<file path="src/sv/hdlcrx_pkg.sv">
// Shared types, constants and the CRC-16 byte step for the HDLC receive deframer.
package hdlcrx_pkg;

   localparam int BYTE_W       = 8;
   localparam int CRC_W        = 16;
   localparam int LEN_W        = 8;
   localparam int CSR_INDEX_W  = 3;
   localparam int CSR_DATA_W   = 16;
   localparam int MIN_FRAME    = 3;
   localparam int HELD_BYTES   = 2;
   localparam int QUEUE_DEPTH  = 4;

   localparam logic [BYTE_W-1:0] FLAG_RESET     = 8'h7E;
   localparam logic [BYTE_W-1:0] ESCAPE_RESET   = 8'h7D;
   localparam logic [BYTE_W-1:0] MASK_RESET     = 8'h20;
   localparam logic [CRC_W-1:0]  POLY_RESET     = 16'h1021;
   localparam logic [CRC_W-1:0]  INIT_RESET     = 16'hFFFF;
   localparam logic              REFLECT_RESET  = 1'b0;
   localparam logic [CRC_W-1:0]  FINAL_RESET    = 16'h0000;

   typedef enum logic [CSR_INDEX_W-1:0] {
      CSR_FLAG_BYTE      = 3'd0,
      CSR_ESCAPE_BYTE    = 3'd1,
      CSR_ESCAPE_MASK    = 3'd2,
      CSR_CRC_POLYNOMIAL = 3'd3,
      CSR_CRC_INITIAL    = 3'd4,
      CSR_CRC_REFLECTED  = 3'd5,
      CSR_CRC_FINAL_XOR  = 3'd6
   } csr_index_type;

   typedef enum logic [1:0] {
      MODE_WAIT = 2'd0,
      MODE_DATA = 2'd1,
      MODE_ESC  = 2'd2
   } rx_mode_type;

   typedef enum logic {
      EV_DATA = 1'b0,
      EV_FLAG = 1'b1
   } ev_kind_type;

   typedef enum logic [1:0] {
      KIND_PAYLOAD = 2'd0,
      KIND_ACCEPT  = 2'd1,
      KIND_REJECT  = 2'd2
   } result_kind_type;

   typedef struct packed {
      ev_kind_type        kind;
      logic [BYTE_W-1:0]  data;
   } event_type;

   typedef struct packed {
      result_kind_type    kind;
      logic [BYTE_W-1:0]  payload_byte;
      logic [LEN_W-1:0]   payload_length;
   } result_type;

   typedef struct packed {
      logic [BYTE_W-1:0]  flag_byte;
      logic [BYTE_W-1:0]  escape_byte;
      logic [BYTE_W-1:0]  escape_mask;
   } framing_cfg_type;

   typedef struct packed {
      logic [CRC_W-1:0]   polynomial;
      logic [CRC_W-1:0]   initial_value;
      logic               reflected;
      logic [CRC_W-1:0]   final_xor;
   } crc_cfg_type;

   // One byte through a CRC-16; reflected mode uses the bit-reversed polynomial.
   function automatic logic [CRC_W-1:0] crc16_byte(input logic [CRC_W-1:0] crc,
                                                   input logic [BYTE_W-1:0] b,
                                                   input logic [CRC_W-1:0] poly,
                                                   input logic refl);
      logic [CRC_W-1:0] c;
      logic [CRC_W-1:0] rpoly;
      for (int i = 0; i < CRC_W; i++) begin
         rpoly[i] = poly[CRC_W-1-i];
      end
      if (refl) begin
         c = crc ^ {{(CRC_W-BYTE_W){1'b0}}, b};
         for (int i = 0; i < BYTE_W; i++) begin
            c = c[0] ? ((c >> 1) ^ rpoly) : (c >> 1);
         end
      end else begin
         c = crc ^ {b, {(CRC_W-BYTE_W){1'b0}}};
         for (int i = 0; i < BYTE_W; i++) begin
            c = c[CRC_W-1] ? ((c << 1) ^ poly) : (c << 1);
         end
      end
      return c;
   endfunction

endpackage

</file>
<file path="src/sv/hdlc_rx_deframer_crc_check_top.sv">
// Top level of the HDLC receive deframer with CRC-16 check.
//
//   channel  signals                                   direction  beat
//   req      push, full, req_rx_byte                   in         one raw line byte
//   rsp      empty, pop, rsp_result_kind,              out        payload byte or
//            rsp_payload_byte, rsp_payload_length                 frame status
//   csr      csr_write_en, csr_index, csr_wdata        in         one register write
//
// One byte a cycle sustained while full stays low; a result reaches rsp through the
// event queue and then the result queue, both registered, after its byte is taken.
// The back-end byte-wide CRC step sets the pace, one event per cycle unless res_full.
// Synchronous reset: queues empty, waiting for the opening flag, registers at defaults.
// full rises only when the event queue is full, i.e. when pop has been held low
// long enough for both queues to fill.
module hdlc_rx_deframer_crc_check_top #(
   parameter int MAX_FRAME_BYTES = 256
) (
   input  logic                                      clock,
   input  logic                                      reset,
   input  logic                                      push,
   output logic                                      full,
   input  logic [7:0]                                req_rx_byte,
   output logic                                      empty,
   input  logic                                      pop,
   output logic [1:0]                                rsp_result_kind,
   output logic [7:0]                                rsp_payload_byte,
   output logic [7:0]                                rsp_payload_length,
   input  logic                                      csr_write_en,
   input  logic [hdlcrx_pkg::CSR_INDEX_W-1:0]        csr_index,
   input  logic [hdlcrx_pkg::CSR_DATA_W-1:0]         csr_wdata
);

   localparam int EV_W  = $bits(hdlcrx_pkg::event_type);
   localparam int RES_W = $bits(hdlcrx_pkg::result_type);

   hdlcrx_pkg::framing_cfg_type framing_ff;
   hdlcrx_pkg::crc_cfg_type     crc_cfg_ff;

   logic                  accept;
   logic                  front_push;
   hdlcrx_pkg::event_type front_ev;
   logic [EV_W-1:0]       ev_bits;
   hdlcrx_pkg::event_type back_ev;
   logic                  ev_empty, ev_pop;
   logic                  res_full, res_push;
   hdlcrx_pkg::result_type back_res;
   logic [RES_W-1:0]      res_bits;
   hdlcrx_pkg::result_type out_res;

   always_ff @(posedge clock) begin
      if (reset) begin
         framing_ff.flag_byte     <= hdlcrx_pkg::FLAG_RESET;
         framing_ff.escape_byte   <= hdlcrx_pkg::ESCAPE_RESET;
         framing_ff.escape_mask   <= hdlcrx_pkg::MASK_RESET;
         crc_cfg_ff.polynomial    <= hdlcrx_pkg::POLY_RESET;
         crc_cfg_ff.initial_value <= hdlcrx_pkg::INIT_RESET;
         crc_cfg_ff.reflected     <= hdlcrx_pkg::REFLECT_RESET;
         crc_cfg_ff.final_xor     <= hdlcrx_pkg::FINAL_RESET;
      end else if (csr_write_en) begin
         unique case (csr_index)
            hdlcrx_pkg::CSR_FLAG_BYTE:      framing_ff.flag_byte     <= csr_wdata[7:0];
            hdlcrx_pkg::CSR_ESCAPE_BYTE:    framing_ff.escape_byte   <= csr_wdata[7:0];
            hdlcrx_pkg::CSR_ESCAPE_MASK:    framing_ff.escape_mask   <= csr_wdata[7:0];
            hdlcrx_pkg::CSR_CRC_POLYNOMIAL: crc_cfg_ff.polynomial    <= csr_wdata;
            hdlcrx_pkg::CSR_CRC_INITIAL:    crc_cfg_ff.initial_value <= csr_wdata;
            hdlcrx_pkg::CSR_CRC_REFLECTED:  crc_cfg_ff.reflected     <= csr_wdata[0];
            hdlcrx_pkg::CSR_CRC_FINAL_XOR:  crc_cfg_ff.final_xor     <= csr_wdata;
            default: begin
            end
         endcase
      end
   end

   assign accept = push && !full;

   hdlcrx_front u_front (
      .clock   (clock),
      .reset   (reset),
      .cfg     (framing_ff),
      .accept  (accept),
      .rx_byte (req_rx_byte),
      .ev_push (front_push),
      .ev      (front_ev)
   );

   hdlcrx_fifo #(
      .WIDTH (EV_W),
      .DEPTH (hdlcrx_pkg::QUEUE_DEPTH)
   ) u_ev_queue (
      .clock     (clock),
      .reset     (reset),
      .push      (front_push),
      .push_data (front_ev),
      .full      (full),
      .pop       (ev_pop),
      .pop_data  (ev_bits),
      .empty     (ev_empty)
   );

   assign back_ev = hdlcrx_pkg::event_type'(ev_bits);

   hdlcrx_back #(
      .MAX_FRAME_BYTES (MAX_FRAME_BYTES)
   ) u_back (
      .clock    (clock),
      .reset    (reset),
      .cfg      (crc_cfg_ff),
      .ev_valid (!ev_empty),
      .ev       (back_ev),
      .ev_pop   (ev_pop),
      .res_full (res_full),
      .res_push (res_push),
      .res      (back_res)
   );

   hdlcrx_fifo #(
      .WIDTH (RES_W),
      .DEPTH (hdlcrx_pkg::QUEUE_DEPTH)
   ) u_res_queue (
      .clock     (clock),
      .reset     (reset),
      .push      (res_push),
      .push_data (back_res),
      .full      (res_full),
      .pop       (pop),
      .pop_data  (res_bits),
      .empty     (empty)
   );

   assign out_res            = hdlcrx_pkg::result_type'(res_bits);
   assign rsp_result_kind    = out_res.kind;
   assign rsp_payload_byte   = out_res.payload_byte;
   assign rsp_payload_length = out_res.payload_length;

endmodule

</file>
<file path="src/sv/hdlcrx_fifo.sv">
// Small register-based FIFO used between the deframer stages and at the result side.
module hdlcrx_fifo #(
   parameter int WIDTH = 9,
   parameter int DEPTH = 4
) (
   input  logic             clock,
   input  logic             reset,
   input  logic             push,
   input  logic [WIDTH-1:0] push_data,
   output logic             full,
   input  logic             pop,
   output logic [WIDTH-1:0] pop_data,
   output logic             empty
);

   localparam int PTR_W = (DEPTH > 1) ? $clog2(DEPTH) : 1;
   localparam int CNT_W = $clog2(DEPTH + 1);

   logic [WIDTH-1:0] mem_ff [DEPTH];
   logic [PTR_W-1:0] wr_ptr_ff, wr_ptr_in;
   logic [PTR_W-1:0] rd_ptr_ff, rd_ptr_in;
   logic [CNT_W-1:0] count_ff, count_in;
   logic             do_push, do_pop;

   assign full     = (count_ff == CNT_W'(DEPTH));
   assign empty    = (count_ff == '0);
   assign do_push  = push && !full;
   assign do_pop   = pop && !empty;
   assign pop_data = mem_ff[rd_ptr_ff];

   always_comb begin
      wr_ptr_in = wr_ptr_ff;
      rd_ptr_in = rd_ptr_ff;
      count_in  = count_ff;
      if (do_push) begin
         wr_ptr_in = (wr_ptr_ff == PTR_W'(DEPTH - 1)) ? '0 : wr_ptr_ff + 1'b1;
      end
      if (do_pop) begin
         rd_ptr_in = (rd_ptr_ff == PTR_W'(DEPTH - 1)) ? '0 : rd_ptr_ff + 1'b1;
      end
      if (do_push && !do_pop) begin
         count_in = count_ff + 1'b1;
      end else if (do_pop && !do_push) begin
         count_in = count_ff - 1'b1;
      end
   end

   always_ff @(posedge clock) begin
      if (reset) begin
         wr_ptr_ff <= '0;
         rd_ptr_ff <= '0;
         count_ff  <= '0;
      end else begin
         wr_ptr_ff <= wr_ptr_in;
         rd_ptr_ff <= rd_ptr_in;
         count_ff  <= count_in;
      end
   end

   always_ff @(posedge clock) begin
      if (do_push) begin
         mem_ff[wr_ptr_ff] <= push_data;
      end
   end

endmodule

</file>
<file path="src/sv/hdlcrx_front.sv">
// Front end: flag and escape handling, turns raw bytes into data and flag events.
module hdlcrx_front (
   input  logic                                  clock,
   input  logic                                  reset,
   input  hdlcrx_pkg::framing_cfg_type           cfg,
   input  logic                                  accept,
   input  logic [hdlcrx_pkg::BYTE_W-1:0]         rx_byte,
   output logic                                  ev_push,
   output hdlcrx_pkg::event_type                 ev
);

   hdlcrx_pkg::rx_mode_type mode_ff, mode_in;

   always_ff @(posedge clock) begin
      if (reset) begin
         mode_ff <= hdlcrx_pkg::MODE_WAIT;
      end else begin
         mode_ff <= mode_in;
      end
   end

   always_comb begin
      mode_in  = mode_ff;
      ev_push  = 1'b0;
      ev.kind  = hdlcrx_pkg::EV_DATA;
      ev.data  = rx_byte;
      if (accept) begin
         unique case (mode_ff)
            hdlcrx_pkg::MODE_WAIT: begin
               if (rx_byte == cfg.flag_byte) begin
                  ev_push = 1'b1;
                  ev.kind = hdlcrx_pkg::EV_FLAG;
                  mode_in = hdlcrx_pkg::MODE_DATA;
               end
            end
            hdlcrx_pkg::MODE_DATA: begin
               if (rx_byte == cfg.flag_byte) begin
                  ev_push = 1'b1;
                  ev.kind = hdlcrx_pkg::EV_FLAG;
               end else if (rx_byte == cfg.escape_byte) begin
                  mode_in = hdlcrx_pkg::MODE_ESC;
               end else begin
                  ev_push = 1'b1;
               end
            end
            hdlcrx_pkg::MODE_ESC: begin
               // a flag right after an escape is plain escaped data
               ev_push = 1'b1;
               ev.data = rx_byte ^ cfg.escape_mask;
               mode_in = hdlcrx_pkg::MODE_DATA;
            end
            default: begin
               mode_in = hdlcrx_pkg::MODE_WAIT;
            end
         endcase
      end
   end

endmodule

</file>
<file path="src/sv/hdlcrx_back.sv">
// Back end: two-byte hold line, running CRC, frame check and result building.
module hdlcrx_back #(
   parameter int MAX_FRAME_BYTES = 256
) (
   input  logic                          clock,
   input  logic                          reset,
   input  hdlcrx_pkg::crc_cfg_type       cfg,
   input  logic                          ev_valid,
   input  hdlcrx_pkg::event_type         ev,
   output logic                          ev_pop,
   input  logic                          res_full,
   output logic                          res_push,
   output hdlcrx_pkg::result_type        res
);

   localparam int CNT_W = $clog2(MAX_FRAME_BYTES + 1);
   localparam int LW    = (CNT_W > 9) ? CNT_W : 9;

   logic [CNT_W-1:0]                  count_ff, count_in;
   logic [hdlcrx_pkg::BYTE_W-1:0]     held0_ff, held0_in;
   logic [hdlcrx_pkg::BYTE_W-1:0]     held1_ff, held1_in;
   logic [hdlcrx_pkg::CRC_W-1:0]      crc_ff, crc_in;
   logic                              fire;
   logic [LW-1:0]                     len_wide;
   logic [hdlcrx_pkg::LEN_W-1:0]      len;
   logic [hdlcrx_pkg::CRC_W-1:0]      crc_next;

   assign fire   = ev_valid && !res_full;
   assign ev_pop = fire;

   assign len_wide = LW'(count_ff) - LW'(hdlcrx_pkg::HELD_BYTES);
   assign len      = (len_wide > LW'(255)) ? 8'hFF : len_wide[hdlcrx_pkg::LEN_W-1:0];
   assign crc_next = hdlcrx_pkg::crc16_byte(crc_ff, held0_ff, cfg.polynomial, cfg.reflected);

   always_comb begin
      count_in           = count_ff;
      held0_in           = held0_ff;
      held1_in           = held1_ff;
      crc_in             = crc_ff;
      res_push           = 1'b0;
      res.kind           = hdlcrx_pkg::KIND_PAYLOAD;
      res.payload_byte   = '0;
      res.payload_length = '0;
      if (fire) begin
         case (ev.kind)
            hdlcrx_pkg::EV_FLAG: begin
               if (count_ff >= CNT_W'(hdlcrx_pkg::MIN_FRAME)) begin
                  res_push           = 1'b1;
                  res.kind           = ((crc_ff ^ cfg.final_xor) == {held1_ff, held0_ff})
                                       ? hdlcrx_pkg::KIND_ACCEPT : hdlcrx_pkg::KIND_REJECT;
                  res.payload_length = len;
               end
               count_in = '0;
               held0_in = '0;
               held1_in = '0;
               crc_in   = cfg.initial_value;
            end
            default: begin
               // frame full: drop further bytes silently
               if (count_ff != CNT_W'(MAX_FRAME_BYTES)) begin
                  if (count_ff >= CNT_W'(hdlcrx_pkg::HELD_BYTES)) begin
                     res_push         = 1'b1;
                     res.payload_byte = held0_ff;
                     crc_in           = crc_next;
                  end
                  held0_in = held1_ff;
                  held1_in = ev.data;
                  count_in = count_ff + 1'b1;
               end
            end
         endcase
      end
   end

   always_ff @(posedge clock) begin
      if (reset) begin
         count_ff <= '0;
         held0_ff <= '0;
         held1_ff <= '0;
         crc_ff   <= hdlcrx_pkg::INIT_RESET;
      end else begin
         count_ff <= count_in;
         held0_ff <= held0_in;
         held1_ff <= held1_in;
         crc_ff   <= crc_in;
      end
   end

endmodule
</file>
<file path="config.mk">
export PLATFORM = sky130hd
export DESIGN_NAME = hdlc_rx_deframer_crc_check_top
export DESIGN_NICKNAME = d
export VERILOG_FILES = /design/src/sv/hdlcrx_pkg.sv /design/src/sv/hdlc_rx_deframer_crc_check_top.sv /design/src/sv/hdlcrx_fifo.sv /design/src/sv/hdlcrx_front.sv /design/src/sv/hdlcrx_back.sv
export SDC_FILE = /design/constraint.sdc
export NUM_CORES = 1
export LEC_CHECK = 0
export BUFFER_PORTS_ARGS = -buffer_cell sky130_fd_sc_hd__buf_2
export CAP_MARGIN = 20
export CORE_ASPECT_RATIO = 1.5
export CORE_UTILIZATION = 40
export CTS_BUF_LIST = sky130_fd_sc_hd__clkbuf_8 sky130_fd_sc_hd__clkbuf_16
export DETAILED_ROUTE_END_ITERATION = 12
export PLACE_DENSITY = 0.65
export SETUP_SLACK_MARGIN = 0.2
export SYNTH_ARGS = -nofsm -noshare
export SYNTH_HDL_FRONTEND = slang
export SYNTH_SLANG_ARGS = --single-unit
</file>
<file path="constraint.sdc">
create_clock -name clock -period 4.97 [get_ports clock]
set_input_delay 0.994 -clock clock [delete_from_list [all_inputs] [get_ports clock]]
set_output_delay 0.994 -clock clock [all_outputs]
set_load 0.02 [all_outputs]
</file>
Yosys cells after proc, flatten, opt, wreduce, memory -nomap -nowiden

Memory sizes are Yosys's and may differ from the RTL's. A register that Yosys moved wholly into a read port is not among the register bits.
Cells that the tools add are included.

Bits of input ports: 32
Register bits after elaboration: 130
Memories kept: 2
Bits in read-only memories: 0
Bits in latches: 0
Output and inout port bits: 20
RAM bits: 108
Word-level logic and storage cells: 180

Memory list:

| name               | words | bits a word | read ports | clocked after memory_dff | write ports | line              | source |
|---|---|---|---|---|---|---|---|
| u_res_queue.mem_ff | 4     | 18          | 1          | 1                        | 1           | hdlcrx_fifo.sv:19 | `logic [WIDTH-1:0] mem_ff [DEPTH];` |
| u_ev_queue.mem_ff  | 4     | 9           | 1          | 1                        | 1           | hdlcrx_fifo.sv:19 |  |

Multiplexer cells: 69
Magnitude comparators: 3
Shifts and indexed selects: 0
$add $sub $neg: 10
Reduce and logical (&&, ||, !) cells: 37
Divide/modulo/power cells: 0
Equality and inequality tests: 21
Bitwise operators: 20
Multipliers: 0

Operators by type and width:

| cell                | count |
|---|---|
| $mux 16             | 20 |
| $xor 16x16->16      | 10 |
| $xor 15x16->16      | 8 |
| $mux 8              | 11 |
| $mux 2              | 14 |
| $mux 9              | 3 |
| $ge 9x2->1 const B  | 2 |
| $mux 18             | 1 |
| $eq 16x16->1        | 1 |
| $eq 8x8->1          | 2 |
| $reduce_and 2->1    | 8 |
| $xor 16x8->16       | 1 |
| $eq 3x3->1 const B  | 5 |
| $mux 1              | 14 |
| $mux 3              | 4 |
| $eq 2x2->1 const B  | 5 |
| $logic_and 1x1->1   | 10 |
| $add 9x1->9 const B | 1 |
| $gt 9x8->1 const B  | 1 |
| $logic_not 3->1     | 3 |
| $ne 9x9->1 const B  | 1 |
| $sub 9x2->9 const B | 1 |
| $add 2x1->2 const B | 4 |
| $logic_not 1->1     | 8 |
| other kinds (15)    | 22 |

Longest topological paths before layout

Word-level depth: 21
Mapped depth: 17
Gate-level depth less buffers: 13

Modules after synthesis

Synthesis repeated with hierarchy kept, for this count alone.

Cell total of the unflattened synthesis: 1636
Area total of the unflattened synthesis: 15563.7 sq um

Modules (own cells, without submodules):

| module                         | seq. area each (sq um) | cells each | area an instance (sq um) | instances |
|---|---|---|---|---|
| hdlcrx_back                    | 820.8                  | 1051       | 7236.9                   | 1 |
| hdlcrx_fifo (u_res_queue)      | 2342.2                 | 144        | 3099.2                   | 1 |
| hdlc_rx_deframer_crc_check_top | 1461.4                 | 286        | 2962.8                   | 1 |
| hdlcrx_fifo (u_ev_queue)       | 1261.2                 | 97         | 1811.7                   | 1 |
| hdlcrx_front                   | 40.0                   | 58         | 452.9                    | 1 |

Least setup slack after synthesis

Ideal clock, no wire load.

Path kind: register to register
From: reg u_back.crc_ff[15] (netlist bit)
To: reg u_back.crc_ff[14] (netlist bit)
Setup slack: 0.729 ns
Data arrival time: 4.157 ns
Required time: 4.886 ns
Stages on the path, launching flop included: 16
Setup time: 0.084 ns
Clock period less this slack: 4.241 ns
Path buffers: 2
Cells stage by stage: dfxtp_1 > buf_4 > xnor2_1 > nor3_1 > or2_1 > buf_6 > and3_4 > nor3_4 > xor2_2 > xnor3_1 > or2_1 > a31oi_4 > xor2_2 > or4b_1 > a32o_1 > o31ai_2

Word-level cells in the longest chain between the ends: 20

RTL lines:

| item                   | line              | source |
|---|---|---|
| start, declared        | hdlcrx_back.sv:22 | `logic [hdlcrx_pkg::CRC_W-1:0] crc_ff, crc_in;` |
| start signal, assigned | hdlcrx_back.sv:80 | `crc_ff <= hdlcrx_pkg::INIT_RESET;` |
| start signal, assigned | hdlcrx_back.sv:85 | `crc_ff <= crc_in;` |
| $xor 16x16->16 *       | hdlcrx_pkg.sv:88  | `c = crc ^ {b, {(CRC_W-BYTE_W){1'b0}}};` |
| $mux 16 *              | hdlcrx_pkg.sv:90  | `c = c[CRC_W-1] ? ((c << 1) ^ poly) : (c << 1);` |
| $xor 16x16->16         | hdlcrx_pkg.sv:90  |  |
| $mux 16 *              | hdlcrx_pkg.sv:90  |  |
| $xor 16x16->16         | hdlcrx_pkg.sv:90  |  |
| $mux 16 *              | hdlcrx_pkg.sv:90  |  |
| $xor 16x16->16         | hdlcrx_pkg.sv:90  |  |
| $mux 16 *              | hdlcrx_pkg.sv:90  |  |
| (+4 left out)          | -                 |  |
| $xor 16x16->16         | hdlcrx_pkg.sv:90  |  |
| $mux 16 *              | hdlcrx_pkg.sv:90  |  |
| $xor 16x16->16         | hdlcrx_pkg.sv:90  |  |
| $mux 16 *              | hdlcrx_pkg.sv:90  |  |
| $mux 16 *              | hdlcrx_pkg.sv:82  | `if (refl) begin` |
| $mux 16 *              | hdlcrx_back.sv:61 | `if (count_ff >= CNT_W'(hdlcrx_pkg::HELD_BYTES)) begin` |
| $mux 16 *              | hdlcrx_back.sv:60 | `if (count_ff != CNT_W'(MAX_FRAME_BYTES)) begin` |
| $mux 16 *              | hdlcrx_back.sv:45 | `case (ev.kind)` |

Mark *: on every way between the ends. The rest lies on a longest branch, timed or not. The select of a mux whose other input is x is not followed.
A chain may end at the register's enable or synchronous reset.

Worst setup path after layout

From: reg u_back.crc_ff[0] (netlist bit)
To: reg u_back.crc_ff[3] (netlist bit)

Word-level cells in the longest chain between the ends: 20

RTL lines:

| item            | line              | source |
|---|---|---|
| $xor 16x8->16 * | hdlcrx_pkg.sv:83  | `c = crc ^ {{(CRC_W-BYTE_W){1'b0}}, b};` |
| $mux 16 *       | hdlcrx_pkg.sv:85  | `c = c[0] ? ((c >> 1) ^ rpoly) : (c >> 1);` |
| $xor 15x16->16  | hdlcrx_pkg.sv:85  |  |
| $mux 16 *       | hdlcrx_pkg.sv:85  |  |
| $xor 15x16->16  | hdlcrx_pkg.sv:85  |  |
| $mux 16 *       | hdlcrx_pkg.sv:85  |  |
| $xor 15x16->16  | hdlcrx_pkg.sv:85  |  |
| $mux 16 *       | hdlcrx_pkg.sv:85  |  |
| (+4 left out)   | -                 |  |
| $xor 15x16->16  | hdlcrx_pkg.sv:85  |  |
| $mux 16 *       | hdlcrx_pkg.sv:85  |  |
| $xor 15x16->16  | hdlcrx_pkg.sv:85  |  |
| $mux 16 *       | hdlcrx_pkg.sv:85  |  |
| $mux 16 *       | hdlcrx_pkg.sv:82  |  |
| $mux 16 *       | hdlcrx_back.sv:61 |  |
| $mux 16 *       | hdlcrx_back.sv:60 |  |
| $mux 16 *       | hdlcrx_back.sv:45 |  |

Marks and branches as above.

==> results.md <==
- The run finished with clean final reports.
- Summed over all failing endpoints, the final setup total negative slack is 0 ps.
- STA classifies the critical path endpoint as a flop.
- Across the whole layout, storage elements account for 5930 µm².
- The first global-routing pass estimated 65,400 µm of wire.
- The placer's final routability congestion estimate is 0.934.
- The initial antenna violation count is 0.
- The post-synthesis cell type count is between 70 and 80.
- The final cell count without fillers is 2,154.
- The flip-flop and latch count after synthesis is 242.
- In this run the power density over the cells is 487 nW/µm².
- The post-CTS setup buffer count is 0.
- At the pin with the least slew margin, the transition time is between 900 and 1000 ps.
- The startpoint identified for the worst hold timing path is framing_ff[0]$_SDFFE_PP0P_.
- The power dissipated by switching net loads is 3200 µW.
- The initial cell density of the core is 0.407.
- The part of the power in combinational logic is 0.480.
- The setup violation total in the final timing report is 0.
- Setup repair after global routing left no endpoint under its margin.
- TritonCTS built the clock tree.
- The number of enable flip-flop cells after synthesis is 108.
- Measured along the y axis, the die boundary spans 239 µm.
- The startpoint identified for the worst register-to-register timing path is u_back.crc_ff[0]$_SDFFE_PP1P_.
- 0 antenna diodes ended up in the layout.
- Measured against its own limit, the worst slew margin works out to 0.380.
- The count of boundary I/O pins is 52.
- The gate count of the mapped netlist is 1,627.
- Of the available clock period, the critical path in the final layout requires 0.907.
- The horizontal extent of the die is 160 µm.
- The die covers 38,400 µm².
- The number of nets handed over by synthesis was approximately 1,700.
- The routed layout has 12,000 vias.
- The floorplan has 86 rows.
- The final setup skew is between 10 and 15 ps.
- The worst slack on hold paths is 458 ps.
- The number of buffers and inverters on the critical path is 1.
- The detail route stage leaves a number of antenna-violating nets equal to 0.
- The violation count after the first detailed-routing iteration is 956.
- At the end of the flow, the number of nets in the layout was ~1,700.
- The type of the worst setup path is reg -> reg.
- The part of the Yosys area used for sequential elements is 0.394.
- STA puts the critical path data required time at 5390 ps.
- The root buffer cell is sky130_fd_sc_hd__clkbuf_16.
- The critical path runs through a total of 14 cells.
- The total of hold buffers inserted after clock tree synthesis is 0.
- STA classifies the critical path startpoint as a flop.
- The analysis attributes to cell leakage a power of 0.00583 µW.
- Summed over all nets, the half-perimeter wirelength after detailed placement is 29,900 µm.
- The fraction of power consumed by the clock network is 0.221.
- During placement, the flow inserted port buffers numbering 51.
- The pin count of the biggest net entering global routing is 75.
- Including well taps, the total number of placed cells is 2,112.
- The first detailed-routing pass took 7 iterations.
- On the critical path, the stage with the largest delay is an instance of sky130_fd_sc_hd__or3_1.
- Of the cells placed in the final design, the portion with a size suffix greater than 1 is 0.125.
- The met3 track demand over resource is 0.0203.
- The fill cell total of the finished layout is between 3,000 and 4,000.
- The clock sink count is 242.
- The final routed wirelength across all metal layers is 42,000 µm.
- The number of max-cap violations is 0.
- The largest incremental delay on the critical path is 580 ps.
- The proportion of power drawn by flip-flops and latches is 0.299.
- For this run, the top clock speed supported by timing is approximately 220 MHz.
- Dividing the synthesized area by the synthesized cell count gives 9.24 µm².
- The standard cell core area is ~37,000 µm².
- For this run, the leading register cell type out of synthesis is sky130_fd_sc_hd__dfxtp_1.
- Using the TritonRoute via totals, the vias-per-cell ratio works out to 5.58.
- On the critical path the largest part of the delay comes from simple AND/OR/NAND/NOR gates.
- The source of the critical timing path is u_back.crc_ff[0]$_SDFFE_PP1P_.
- Cell internal power was estimated by the tool at slightly below 5000 µW.
- The worst hold-check path type is reg -> reg.
- The average detailed-routed wire length per instance is 19.5 µm.
- The most numerous cell type found on the critical path is sky130_fd_sc_hd__a21oi_1.
- The clock network latency to the later pin of the worst-skew pair is 540 ps.
- The critical path goes through xor2_2 -> buf_4 -> a21oi_1 -> or2_2 -> o32a_1 -> and3_1 -> nor2_2 -> xnor2_1 -> mux2_2 -> or3_1 -> nand3_1 -> xnor3_1 -> a21oi_1 -> o22ai_1.
- The global routing stage identified its most utilized layer as met2.
- For this run, design rule violations remaining after detail routing come to 0.
- The worst hold path passes through 2 cells.
- The share of flip-flops with an asynchronous set or reset is 0.
- The post-synthesis cell area is 15,000 µm².
- Data arrives at the worst endpoint at 4930 ps.
- In the global route stage, overall resource usage came out at 0.219.
- The largest voltage drop on the vdd net is 0.301 mV.
- Summing all multi-input logic gate instances after layout gives 8660 µm².
- Counting the buffers created by CTS gives 23.
- The Yosys step of the flow raised 0 warnings.
- The worst register-to-register path has a depth of 14.
- For this run, global-route usage on met1 was measured as 0.252.
- For met2 alone, demand over resource in global routing was 0.398.
- Along the worst path, the maximum fanout reaches 19.
- The switching part of the total is 0.392.
- The number of hold violations in the final report is 0.
- The max-slew violation count is 0.
- Relative to the synthesized area, the layout overhead comes to 11.3%.
- In this run the number of H-tree levels came out at 1.
- The clock passes through at most 3 buffers.
- Summed over all layers, the global routing overflow is 0.
- The clock transition time at the flip-flop clock pins of the worst setup and hold paths is 70 ps.
- The minimum clock period is 4510 ps.
- The via count of the first global-routing pass was 11,700.
==> cells in the final DEF, fill, tap and decap left out, types with 21 or more instances in the layout <==
cell type / n
sky130_fd_sc_hd__a211o_1: 25
sky130_fd_sc_hd__a21oi_1: 88
sky130_fd_sc_hd__and2_1: 26
sky130_fd_sc_hd__buf_2: 50
sky130_fd_sc_hd__buf_4: 59
sky130_fd_sc_hd__clkbuf_16: 23
sky130_fd_sc_hd__dfxtp_1: 133
sky130_fd_sc_hd__edfxtp_1: 108
sky130_fd_sc_hd__inv_1: 21
sky130_fd_sc_hd__mux2i_1: 27
sky130_fd_sc_hd__mux4_2: 27
sky130_fd_sc_hd__nand2_1: 322
sky130_fd_sc_hd__nand3_1: 50
sky130_fd_sc_hd__nor2_1: 83
sky130_fd_sc_hd__nor2b_1: 29
sky130_fd_sc_hd__o21ai_0: 38
sky130_fd_sc_hd__xnor2_1: 178
sky130_fd_sc_hd__xor2_1: 73
==> metrics by stage <==
stage | util | power, µW | area (µm²) | setup slack [ps]
2_1_floorplan | - | 5400 | 15000 | 729
3_3_place_gp | 0.431 | 6280 | 15900 | 480
3_5_place_dp | 0.431 | 6320 | 15900 | 448
4_1_cts | 0.452 | 8130 | 16700 | 426
5_1_grt | 0.453 | 8580 | 16700 | 239
6_report | 0.453 | 8150 | 16700 | 460
==> registers in the layout (all words and copies together) (netlist names), 8 cells and up, named ones only <==
register            count
u_ev_queue.mem_ff      36
u_back.held0_ff         8
crc_cfg_ff             49
framing_ff             24
u_back.count_ff         9
u_res_queue.mem_ff     72
u_back.held1_ff         8
u_back.crc_ff          16
==> synthesized netlist by cell type (11+ instances only) <==
library cell | count | area (µm²)
sky130_fd_sc_hd__nand2_1 | 322 | 1210
sky130_fd_sc_hd__xnor2_1 | 182 | 1590
sky130_fd_sc_hd__dfxtp_1 | 134 | 2680
sky130_fd_sc_hd__edfxtp_1 | 108 | 3240
sky130_fd_sc_hd__a21oi_1 | 88 | 440
sky130_fd_sc_hd__clkbuf_1 | 88 | 330
sky130_fd_sc_hd__nor2_1 | 84 | 315
sky130_fd_sc_hd__xor2_1 | 74 | 648
sky130_fd_sc_hd__nand3_1 | 50 | 250
sky130_fd_sc_hd__o21ai_0 | 38 | 190
sky130_fd_sc_hd__nor2b_1 | 29 | 181
sky130_fd_sc_hd__mux2i_1 | 27 | 270
sky130_fd_sc_hd__mux4_2 | 27 | 608
sky130_fd_sc_hd__and2_1 | 26 | 163
sky130_fd_sc_hd__a211o_1 | 25 | 219
sky130_fd_sc_hd__ha_1 | 20 | 250
sky130_fd_sc_hd__nor3_1 | 19 | 95.1
sky130_fd_sc_hd__and3_1 | 18 | 113
sky130_fd_sc_hd__inv_1 | 18 | 67.6
sky130_fd_sc_hd__a22oi_1 | 17 | 128
sky130_fd_sc_hd__o211ai_1 | 16 | 120
sky130_fd_sc_hd__xnor3_1 | 16 | 360
sky130_fd_sc_hd__nand4_1 | 15 | 93.8
sky130_fd_sc_hd__buf_1 | 14 | 52.6
sky130_fd_sc_hd__a211oi_1 | 13 | 97.6
sky130_fd_sc_hd__nand3b_1 | 13 | 97.6
sky130_fd_sc_hd__nand2b_1 | 11 | 68.8
sky130_fd_sc_hd__or3_1 | 11 | 68.8
==> cell type report <==
cell class,count,share of cell area
Multi-Input combinational cell,1257,0.517
Sequential cell,242,0.354
Timing Repair Buffer,109,0.0414
Tap cell,484,0.0362
Clock buffer,25,0.0360
Clock inverter,17,0.0102
Inverter,20,0.00449
==> cells by family after synthesis <==
group,share of synthesized area
xor gates and xnor gates,0.178
DFF,0.394
buffers and inverters,0.0331
AOI/OAI and AO/OA,0.122
adders and majority gates,0.0193
and+or+nand+nor,0.191
muxes,0.0622
==> path summary, 6_finish.rpt <==
| kind | to | slack, ps |
|---|---|---|
| setup reg to reg | u_back.crc_ff[3]$_SDFFE_PP1P_ | 460 |
| hold / removal | framing_ff[0]$_SDFFE_PP0P_ | 460 |
| setup / recovery | u_back.crc_ff[3]$_SDFFE_PP1P_ | 460 |
| hold reg to reg | framing_ff[0]$_SDFFE_PP0P_ | 460 |
==> power by group through the flow <==
stage | clock, µW | sequential (µW) | combinational [µW]
after CTS | 1820 | 2430 | 3870
final | 1800 | 2440 | 3910
after floorplan | 0 | 2360 | 3050
after global placement | 0 | 2470 | 3810
after global routing | 1890 | 2450 | 4230
after detailed placement | 0 | 2470 | 3840
==> tightest hold or removal path: stages, from the launching register on <==
cell and delay, ps:
sky130_fd_sc_hd__dfxtp_1 310, sky130_fd_sc_hd__nand2_1 50, sky130_fd_sc_hd__a21oi_1 50
==> layer usage <==
| layer | wire [µm] | part of all wire | up-vias |
|---|---|---|---|
| li1 | - | - | 5718 |
| met1 | 16300 | 0.39 | 5734 |
| met2 | 21400 | 0.51 | 451 |
| met3 | 2100 | 0.050 | 107 |
| met4 | 2200 | 0.052 | 0 |
| met5 | 0 | 0 | - |
==> what timing repair did <==
| item | 4_1_cts | 5_1_grt |
|---|---|---|
| resized for setup | 0 | 7 |
| endpoints found under the setup margin | 0 | 13 |
| hold endpoints to repair | 0 | 0 |
(Power assumes the default switching activity.)
